--- src/hdl/tcpe_pkg.sv ---
// Shared types and constants of the TCP echo connection block.
// Used by tcpe_step, the top level and the checker; depends on nothing.
package tcpe_pkg;

  typedef enum logic [1:0] {
    ST_CLOSED   = 2'd0,
    ST_SYN_RCVD = 2'd1,
    ST_ESTAB    = 2'd2,
    ST_LAST_ACK = 2'd3
  } conn_state_e;

  // Flag bit positions in a segment's flags byte
  localparam int unsigned FLB_FIN = 0;
  localparam int unsigned FLB_SYN = 1;
  localparam int unsigned FLB_RST = 2;
  localparam int unsigned FLB_PSH = 3;
  localparam int unsigned FLB_ACK = 4;

  // Reply flag codes
  localparam logic [7:0] FL_FIN    = 8'h01;
  localparam logic [7:0] FL_RST    = 8'h04;
  localparam logic [7:0] FL_ACK    = 8'h10;
  localparam logic [7:0] FL_DATA   = 8'h18;
  localparam logic [7:0] FL_SYNACK = 8'h12;

  // Configuration register indexes
  localparam logic CFG_ECHO_PORT = 1'b0;
  localparam logic CFG_RX_WINDOW = 1'b1;

  localparam logic [15:0] ECHO_PORT_RST = 16'd7;
  localparam logic [15:0] RX_WINDOW_RST = 16'd8192;

  typedef struct packed {
    logic [15:0] peer_port;
    logic [15:0] local_port;
    logic [31:0] seq_num;
    logic [31:0] ack_num;
    logic [7:0]  seg_flags;
    logic [15:0] payload_length;
    logic [31:0] initial_seq;
  } seg_t;

  typedef struct packed {
    conn_state_e state;
    logic [31:0] rcv_next;
    logic [31:0] snd_next;
    logic [15:0] peer_port;
    logic [15:0] local_port;
  } conn_t;

  typedef struct packed {
    logic [7:0]  out_flags;
    logic [15:0] out_src_port;
    logic [15:0] out_dst_port;
    logic [31:0] out_seq;
    logic [31:0] out_ack;
    logic [15:0] out_window;
    logic [15:0] out_length;
    logic        last;
  } reply_t;

endpackage

--- src/hdl/tcpe_step.sv ---
// Per-segment connection update: next connection state and up to two replies.
// Pure combinational logic; depends on tcpe_pkg.
module tcpe_step (
  input  tcpe_pkg::seg_t         seg_i,
  input  tcpe_pkg::conn_t        conn_i,
  input  logic [15:0]            echo_port_i,
  input  logic [15:0]            rx_window_i,
  output tcpe_pkg::conn_t        conn_o,
  output logic [1:0]             n_rep_o,
  output tcpe_pkg::reply_t [1:0] rep_o
);
  import tcpe_pkg::*;

  logic        is_closed;
  logic        f_fin, f_syn, f_rst, f_psh, f_ack;
  logic        port_ok;
  logic        open_ok;
  logic        fin_go;
  logic        data_go;
  logic [31:0] rcv_fin;
  logic [31:0] rcv1;
  logic [31:0] rcv_data;
  logic [31:0] snd_plus1;
  logic [31:0] seq_plus1;
  conn_state_e state1;
  conn_state_e state2;

  assign is_closed = (conn_i.state == ST_CLOSED);
  assign f_fin     = seg_i.seg_flags[FLB_FIN];
  assign f_syn     = seg_i.seg_flags[FLB_SYN];
  assign f_rst     = seg_i.seg_flags[FLB_RST];
  assign f_psh     = seg_i.seg_flags[FLB_PSH];
  assign f_ack     = seg_i.seg_flags[FLB_ACK];
  assign port_ok   = (seg_i.local_port == echo_port_i);
  assign open_ok   = !is_closed && !f_rst;

  assign seq_plus1 = seg_i.seq_num + 32'd1;
  assign snd_plus1 = conn_i.snd_next + 32'd1;
  assign rcv_fin   = conn_i.rcv_next + 32'd1;

  // FIN only counts in established state
  assign fin_go = open_ok && f_fin && (conn_i.state == ST_ESTAB);
  assign rcv1   = fin_go ? rcv_fin : conn_i.rcv_next;
  assign state1 = fin_go ? ST_LAST_ACK : conn_i.state;

  // ACK handling on the state left by FIN
  always_comb begin
    state2 = state1;
    if (f_ack) begin
      unique case (state1)
        ST_SYN_RCVD: if (seg_i.ack_num == conn_i.snd_next) state2 = ST_ESTAB;
        ST_LAST_ACK: if (seg_i.ack_num == snd_plus1) state2 = ST_CLOSED;
        default: ;
      endcase
    end
  end

  assign data_go  = open_ok && f_psh && f_ack && (state2 == ST_ESTAB) &&
                    (seg_i.seq_num == rcv1);
  assign rcv_data = rcv1 + {16'd0, seg_i.payload_length};

  // Next connection state
  always_comb begin
    conn_o = conn_i;
    if (is_closed) begin
      conn_o.peer_port  = seg_i.peer_port;
      conn_o.local_port = seg_i.local_port;
      conn_o.rcv_next   = '0;
      conn_o.snd_next   = '0;
      if (f_syn && port_ok) begin
        conn_o.rcv_next = seq_plus1;
        conn_o.snd_next = seg_i.initial_seq + 32'd1;
        conn_o.state    = ST_SYN_RCVD;
      end
    end else if (f_rst) begin
      conn_o.state = ST_CLOSED;
    end else begin
      conn_o.state = state2;
      if (data_go) begin
        conn_o.rcv_next = rcv_data;
        conn_o.snd_next = conn_i.snd_next + {16'd0, seg_i.payload_length};
      end else begin
        conn_o.rcv_next = rcv1;
      end
    end
  end

  // Replies
  always_comb begin
    reply_t base;
    base              = '0;
    base.out_src_port = is_closed ? seg_i.local_port : conn_i.local_port;
    base.out_dst_port = is_closed ? seg_i.peer_port : conn_i.peer_port;
    base.out_window   = rx_window_i;
    base.out_seq      = conn_i.snd_next;
    rep_o             = {base, base};
    n_rep_o           = 2'd0;
    if (is_closed) begin
      if (f_syn) begin
        n_rep_o           = 2'd1;
        rep_o[0].last     = 1'b1;
        rep_o[0].out_flags = port_ok ? FL_SYNACK : FL_RST;
        rep_o[0].out_seq  = port_ok ? seg_i.initial_seq : 32'd0;
        rep_o[0].out_ack  = port_ok ? seq_plus1 : 32'd0;
      end
    end else if (fin_go) begin
      n_rep_o            = 2'd2;
      rep_o[0].out_flags = FL_ACK;
      rep_o[0].out_ack   = rcv_fin;
      rep_o[1].out_flags = FL_FIN;
      rep_o[1].out_ack   = rcv_fin;
      rep_o[1].last      = 1'b1;
    end else if (data_go) begin
      n_rep_o             = 2'd1;
      rep_o[0].out_flags  = FL_DATA;
      rep_o[0].out_ack    = rcv_data;
      rep_o[0].out_length = seg_i.payload_length;
      rep_o[0].last       = 1'b1;
    end
  end

endmodule

--- src/hdl/tcp_echo_connection_fsm.sv ---
// Top level of the TCP echo connection block: input register, connection
// registers, two-entry reply buffer. Depends on tcpe_pkg and tcpe_step.
//
//   channel   dir  handshake                  payload
//   s_axis    in   s_axis_tvalid/tready       tdata: segment fields, tuser: seg_flags
//   m_axis    out  m_axis_tvalid/tready       tdata: reply header, tuser: out_flags,
//                                             tlast: final reply of a segment
//   cfg       in   cfg_we_i (no handshake)    cfg_idx_i, cfg_data_i
//
// A segment is registered on accept and processed from that register; its
// replies go into the reply buffer registers, whose head drives m_axis. One
// segment per cycle is taken while the buffer has room; a FIN that yields two
// replies waits for an empty buffer, which drains one reply per cycle while
// m_axis_tready is high. Reset clears the connection to closed with zero counters
// and loads echo_port = 7, rx_window = 8192. A stalled m_axis holds its reply.
module tcp_echo_connection_fsm (
  input  logic         clk_i,
  input  logic         rst_ni,
  // Segment in. tdata from bit 0: peer_port[16], local_port[16], seq_num[32],
  // ack_num[32], payload_length[16], initial_seq[32]
  input  logic         s_axis_tvalid,
  output logic         s_axis_tready,
  input  logic [143:0] s_axis_tdata,
  input  logic [7:0]   s_axis_tuser,   // seg_flags
  // Reply out. tdata from bit 0: out_src_port[16], out_dst_port[16],
  // out_seq[32], out_ack[32], out_window[16], out_length[16]
  output logic         m_axis_tvalid,
  input  logic         m_axis_tready,
  output logic [127:0] m_axis_tdata,
  output logic [7:0]   m_axis_tuser,   // out_flags
  output logic         m_axis_tlast,   // last
  // Configuration writes
  input  logic         cfg_we_i,
  input  logic         cfg_idx_i,
  input  logic [15:0]  cfg_data_i
);
  import tcpe_pkg::*;

  // Configuration registers
  logic [15:0] echo_port_q;
  logic [15:0] rx_window_q;

  // Input register
  logic  in_vld_q, in_vld_d;
  seg_t  seg_q, seg_d;

  // Connection state
  conn_t conn_q;
  conn_t conn_nxt;

  // Reply buffer: entry 0 is the head
  reply_t [1:0] buf_q, buf_d;
  logic [1:0]   cnt_q, cnt_d;

  logic             s_acc;
  logic             pop;
  logic             fire;
  logic [1:0]       cnt_left;
  logic [1:0]       space;
  logic [1:0]       n_rep;
  reply_t [1:0]     rep;

  tcpe_step u_step (
    .seg_i       (seg_q),
    .conn_i      (conn_q),
    .echo_port_i (echo_port_q),
    .rx_window_i (rx_window_q),
    .conn_o      (conn_nxt),
    .n_rep_o     (n_rep),
    .rep_o       (rep)
  );

  // Handshakes. A segment advances once its replies fit in the buffer after
  // this cycle's pop; segments without replies never wait.
  assign pop      = m_axis_tvalid && m_axis_tready;
  assign cnt_left = cnt_q - {1'b0, pop};
  assign space    = 2'd2 - cnt_left;
  assign fire     = in_vld_q && (n_rep <= space);
  assign s_axis_tready = !in_vld_q || fire;
  assign s_acc    = s_axis_tvalid && s_axis_tready;

  // Unpack the incoming item
  always_comb begin
    seg_d.peer_port      = s_axis_tdata[15:0];
    seg_d.local_port     = s_axis_tdata[31:16];
    seg_d.seq_num        = s_axis_tdata[63:32];
    seg_d.ack_num        = s_axis_tdata[95:64];
    seg_d.payload_length = s_axis_tdata[111:96];
    seg_d.initial_seq    = s_axis_tdata[143:112];
    seg_d.seg_flags      = s_axis_tuser;
  end

  always_comb begin
    in_vld_d = in_vld_q;
    if (s_acc) begin
      in_vld_d = 1'b1;
    end else if (fire) begin
      in_vld_d = 1'b0;
    end
  end

  // Reply buffer: shift on pop, then append this segment's replies
  always_comb begin
    buf_d = buf_q;
    if (pop) begin
      buf_d[0] = buf_q[1];
    end
    cnt_d = cnt_left;
    if (fire) begin
      if (n_rep == 2'd2) begin
        // Only reached with an empty buffer
        buf_d[0] = rep[0];
        buf_d[1] = rep[1];
      end else if (n_rep == 2'd1) begin
        buf_d[cnt_left[0]] = rep[0];
      end
      cnt_d = cnt_left + n_rep;
    end
  end

  always_ff @(posedge clk_i or negedge rst_ni) begin
    if (!rst_ni) begin
      in_vld_q    <= 1'b0;
      cnt_q       <= 2'd0;
      echo_port_q <= ECHO_PORT_RST;
      rx_window_q <= RX_WINDOW_RST;
      conn_q      <= '{state: ST_CLOSED, default: '0};
    end else begin
      in_vld_q <= in_vld_d;
      cnt_q    <= cnt_d;
      if (fire) begin
        conn_q <= conn_nxt;
      end
      if (cfg_we_i) begin
        unique case (cfg_idx_i)
          CFG_ECHO_PORT: echo_port_q <= cfg_data_i;
          CFG_RX_WINDOW: rx_window_q <= cfg_data_i;
          default: ;
        endcase
      end
    end
  end

  // Payload registers: hold unless loaded
  always_ff @(posedge clk_i) begin
    if (s_acc) begin
      seg_q <= seg_d;
    end
    buf_q <= buf_d;
  end

  // Drive the head reply
  assign m_axis_tvalid = (cnt_q != 2'd0);
  assign m_axis_tdata  = {buf_q[0].out_length, buf_q[0].out_window, buf_q[0].out_ack,
                          buf_q[0].out_seq, buf_q[0].out_dst_port, buf_q[0].out_src_port};
  assign m_axis_tuser  = buf_q[0].out_flags;
  assign m_axis_tlast  = buf_q[0].last;

endmodule

--- config.mk ---
export PLATFORM = sky130hd
export DESIGN_NAME = tcp_echo_connection_fsm
export DESIGN_NICKNAME = d
export VERILOG_FILES = /design/src/hdl/tcpe_pkg.sv /design/src/hdl/tcpe_step.sv /design/src/hdl/tcp_echo_connection_fsm.sv
export SDC_FILE = /design/constraint.sdc
export NUM_CORES = 1
export LEC_CHECK = 0
export ABC_AREA = 1
export BUFFER_PORTS_ARGS = -buffer_cell sky130_fd_sc_hd__buf_2
export CAP_MARGIN = 5
export CORE_AREA = 5 5 272 274
export CTS_CLUSTER_SIZE = 25
export DETAILED_ROUTE_END_ITERATION = 12
export DIE_AREA = 0 0 277 279
export GPL_TIMING_DRIVEN = 0
export PLACE_DENSITY = 0.63
export REMOVE_ABC_BUFFERS = 1
export SYNTH_ARGS = -nofsm -noshare
export SYNTH_HDL_FRONTEND = slang
export SYNTH_SLANG_ARGS = --single-unit
--- constraint.sdc ---
create_clock -name clk_i -period 16.5 [get_ports clk_i]
set_input_delay 3.3 -clock clk_i [delete_from_list [all_inputs] [get_ports clk_i]]
set_output_delay 3.3 -clock clk_i [all_outputs]
set_load 0.05 [all_outputs]
[After elaboration in Yosys (flattened, before gate mapping)]
Index checks and enable logic that the tools add are counted.
Storage, ports and cells
  bits in registers: 556
Cells by class
  reductions and logical operators: 28
  add/subtract/negate cells: 9
  bitwise gates (word level): 1
  magnitude comparators: 3
  muxes and demuxes: 51
  equal/unequal tests: 12
Operators with widths (number)
  two-way mux 274 bit: 2
  two-way mux 137 bit: 3
  two-way mux 32 bit: 11
  bitwise mux 274 bit: 1
  demux 137 bit (select 1 bit): 1
  two-way mux 66 bit: 2
  adder 32 x 1 -> 32 bit, second input constant: 4
  two-way mux 64 bit: 2
  equality test 32 bit: 3
  adder 32 x 16 -> 32 bit: 2
  two-way mux 16 bit: 3
  two-way mux 17 bit: 2
  two-way mux 5 bit: 4
  equality test 16 bit: 1
  two-way mux 2 bit: 8
  two-way mux 8 bit: 2
  logical AND 1 bit: 12
  AND reduction 2 bit: 6
  two-way mux 1 bit: 9
  equality test 2 bit, second input constant: 4
  nonzero test 2 bit: 4
  equality test 2 x 1 -> 1 bit, second input constant: 2
  case mux 2 bit (2 select lines): 1
  logical NOT 1 bit: 3
  other kinds (12): 12

[Longest topological paths before layout]
  depth in word-level cells: 20
  depth in mapped cells: 33

[Modules after synthesis]
Synthesis repeated with hierarchy kept, for this count alone.
Second synthesis, totals
  cells, all modules: 4891
  area, all modules: 35180.0 sq um
By module, submodules not included
  tcp_echo_connection_fsm: area an instance 23430.0 sq um, cells an instance 2513, sequential area each 14754.2 sq um, instances 1
  tcpe_step: area an instance 11750.0 sq um, cells an instance 2378, sequential area each 0.0 sq um, instances 1

[Worst setup path before layout]
Ideal clock, no wire load.
  path type: input to register
  from: in m_axis_tready
  to: reg buf_q[137] (netlist bit) (enable)
  arrival time: 13.593 ns
  slack: 2.151 ns
  cell stages on the path: 12
  library setup time: 0.756 ns
  path buffers: 2
  path through: nand2_1 -> inv_1 -> clkbuf_1 -> clkbuf_1 -> ha_1 -> xor2_1 -> ha_1 -> inv_1 -> nor2_1 -> o22ai_1 -> nand2_1 -> a211oi_1
On the way
  word-level cells in the longest chain between the ends: 6
RTL lines
  start: declaration: RTL line tcp_echo_connection_fsm.sv:28  | input logic m_axis_tready,
  logical AND 1 bit: RTL line tcp_echo_connection_fsm.sv:75  | assign pop = m_axis_tvalid && m_axis_tready;
  subtractor 2 x 1 -> 2 bit: RTL line tcp_echo_connection_fsm.sv:76  | assign cnt_left = cnt_q - {1'b0, pop};
  subtractor 2 bit: RTL line tcp_echo_connection_fsm.sv:77  | assign space = 2'd2 - cnt_left;
  less-or-equal comparator 2 bit: RTL line tcp_echo_connection_fsm.sv:78  | assign fire = in_vld_q && (n_rep <= space);
  logical AND 1 bit: RTL line tcp_echo_connection_fsm.sv:78
  AND reduction 2 bit (no source line)
  end signal: assignment: RTL line tcp_echo_connection_fsm.sv:149  | buf_q <= buf_d;
  end: declaration: RTL line tcp_echo_connection_fsm.sv:52  | reply_t [1:0] buf_q, buf_d;
No other way between the ends.
A chain may end at the register's enable or synchronous reset.

[Final worst setup path]
  from: in m_axis_tready
  to: out s_axis_tready
On the way
  word-level cells in the longest chain between the ends: 6
RTL lines
  logical AND 1 bit: RTL line tcp_echo_connection_fsm.sv:75
  subtractor 2 x 1 -> 2 bit: RTL line tcp_echo_connection_fsm.sv:76
  subtractor 2 bit: RTL line tcp_echo_connection_fsm.sv:77
  less-or-equal comparator 2 bit: RTL line tcp_echo_connection_fsm.sv:78
  logical AND 1 bit: RTL line tcp_echo_connection_fsm.sv:78
  logical OR 1 bit: RTL line tcp_echo_connection_fsm.sv:79  | assign s_axis_tready = !in_vld_q || fire;
  end: declaration: RTL line tcp_echo_connection_fsm.sv:22  | output logic s_axis_tready,
No other way between the ends.

==> flow_metrics.tcl <==
set metrics [dict create \
    io_buffer_count 309 \
    synth.ff_latch_count 556 \
    min_period_over_period 0.587 \
    gr-total-overflow 0 \
    synth_top_area_frac 0.270 \
    initial_utilization 0.446 \
    cts_sinks 556 \
    core_area_um2 71100 \
    fp.dieArea_um2 77300 \
    combPwrFrac 0.495 \
    cts_tree "built" \
    hp-class "register to register" \
    max_freq_mhz 103 \
    status "finished clean" \
    grt.total_usage 0.258 \
    ir_worst_vdd_uv 155 \
    clkSlewWorstSetupHoldPaths_ns 0.06 \
    async_flop_share 0.239 \
    vias 28000 \
    arrival_ns 6.38 \
    drive_gt1_frac 0.113 \
    dieWidth_um 277 \
    drtIter0Drc 2829 \
    swShare 0.482 \
    clock_skew_ns 0.0315 \
    ys_types 53 \
    root_buffer "clkbuf_16" \
    areaGrowthSynthToFinish_pct 12.4 \
    core.rowCount 98 \
    hold_viol_final 0 \
    worstSetupPathType "primary input to primary output" \
    avgSynthCellArea_um2 7.50 \
    p_seq_frac 0.324 \
    antenna_found_initial 1 \
    cts_setup_buffers 0 \
    whs_ns 0.478 \
    placed_area_um2 33600 \
    clk_path_buf_depth 3 \
    grt_pass1_wl_um 157000 \
    grt_pass1_vias 26400 \
    yosys_warnings 0 \
    cts_resized 0 \
    postRouteAntennaNets 0 \
    dp_cells 5233 \
    syn_area_um2 31800 \
    finalInstanceArea_um2 35700 \
    slew_violations 0 \
    first_pass_iters 9 \
    switchingPower_w 0.00369 \
    synth_most_common_cell "nand2_1" \
    grt_max_degree 131 \
    cp-start-kind "primary input" \
    period_minus_slack_ns 9.68 \
    wire_per_inst_um 19.3 \
    insertion_delay_ns 0.65 \
    hold_buffers 0 \
    cts_buffers 61 \
    setup_viol 0 \
    drt_wl_total_um 103000 \
    synth_area_leaders "edfxtp_1 (27%), nand2_1 (16%), dfrtp_1 (10%)" \
    synth_largest_area_cell "edfxtp_1" \
    ys_seq_area_frac 0.462 \
    drc 0 \
    p_leak_nw 16.9 \
    rsz0062_at_grt "no" \
    finalNetCount 4567 \
    power.density_nw_per_um2 214 \
    cap_violations 0 \
    gp_congestion 0.945 \
    slew_headroom 0.210 \
    netlist_instances 4235 \
    synthTopCellsByCount "nand2_1 (1,383), inv_1 (465), nor2_1 (414)" \
    worst_setup_path_end_kind "primary output" \
    intPower_w 0.00396 \
    synthFlopType "edfxtp_1" \
    cp_max_fo 92 \
    worstMarginPinSlew_ns 1.18 \
    synth_edf_count 286 \
    die_height_um 279 \
    dp_hpwl_um 75600 \
    io_pins 313 \
    pwr-share-clk 0.181 \
    fin_cells 5351 \
    cts_max_level 2 \
    cp.required_ns 13.20 \
    viasPerCell 5.23 \
]
[registers in the layout, summed over array words and instances, names as in the netlist, 2 cells and up]
register	flops
buf_q	137
cnt_q	2
seg_q	149
m_axis_tuser	8
m_axis_tdata	128
echo_port_q	16
conn_q	98
rx_window_q	16
[critical path, cell delays in order]
cell and delay, ns:
buf_2 0.10, nand2_4 0.25, inv_6 0.41, buf_16 0.36, ha_1 0.41, xor2_1 0.20
ha_1 0.30, inv_1 0.09, nor2_1 0.06, o221ai_1 0.41, buf_2 0.36
[per-stage QoR]
step | total power, W | TNS [ns] | utilization | worst slack (ns)
2_1_floorplan | 0.00507 | -251.90 | - | -2.21
5_1_grt | 0.00821 | 0 | 0.502 | 6.67
4_1_cts | 0.00767 | 0 | 0.501 | 6.79
6_report | 0.00764 | 0 | 0.502 | 6.82
3_5_place_dp | 0.00625 | 0 | 0.473 | 6.82
3_3_place_gp | 0.00627 | -5200.52 | 0.461 | -17.18
[cell families after synthesis]
group | after synthesis | synth area share
DFF | 556 | 0.462
buffers and inverters | 769 | 0.109
and+or+nand+nor | 2208 | 0.284
muxes | 13 | 0.00410
adders and majority gates | 46 | 0.0186
xor gates and xnor gates | 108 | 0.0298
AOI/OAI and AO/OA | 535 | 0.0924
[cell type report]
type | instances | area (µm²)
inverter | 476 | 1810
antenna | 1 | 2.50
clock buffer | 86 | 1650
sequential | 556 | 14700
timing repair buffer | 342 | 2280
fill | 7065 | 35400
clock inverter | 30 | 367
tap | 950 | 1190
multi-input combinational | 2910 | 13700
[layer usage]
metal | routed length [µm] | track usage | up-vias
met4 | 3080 | 0.0748 | 2
li1 | - | - | 13800
met1 | 45200 | 0.359 | 12900
met3 | 8250 | 0.0423 | 167
met5 | 13 | 0 | -
met2 | 46800 | 0.418 | 1110
[power by group through the flow]
| stage | sequential (W) | combinational [W] | clock, W |
|---|---|---|---|
| 2_1_floorplan | 0.00296 | 0.00211 | 0 |
| 3_3_place_gp | 0.00259 | 0.00367 | 0 |
| 3_5_place_dp | 0.00249 | 0.00376 | 0 |
| 4_1_cts | 0.00247 | 0.00378 | 0.00142 |
| 5_1_grt | 0.00253 | 0.00421 | 0.00148 |
| 6_report | 0.00248 | 0.00378 | 0.00139 |
[path summary, 6_finish.rpt]
path / depth (start not counted) / from / slack (ns) / to
max in group asynchronous: 2 / rst_ni / 13.04 / conn_q[50]
hold / removal: 2 / conn_q[18] / 0.48 / conn_q[18]
min in group asynchronous: 1 / rst_ni / 2.57 / conn_q[24]
setup / recovery: 11 / m_axis_tready / 6.82 / s_axis_tready
setup reg to reg: 26 / conn_q[33] / 8.59 / conn_q[65]
hold reg to reg: 2 / conn_q[18] / 0.48 / conn_q[18]
[placed cells by master (no fill, tap or decap), types with 23 or more instances in the layout]
master,instances
a21oi_1,71
a31oi_1,50
buf_2,308
clkbuf_16,61
dfrtp_1,129
dfxtp_1,137
edfxtp_1,286
ha_1,44
inv_1,460
nand2_1,1379
nand3_1,256
nand4_1,56
nor2_1,407
nor3_1,32
nor4_1,23
o21ai_0,295
o21ai_1,32
o22ai_1,29
xnor2_1,33
xor2_1,75
Note: power is estimated with default switching activity, not from simulation.
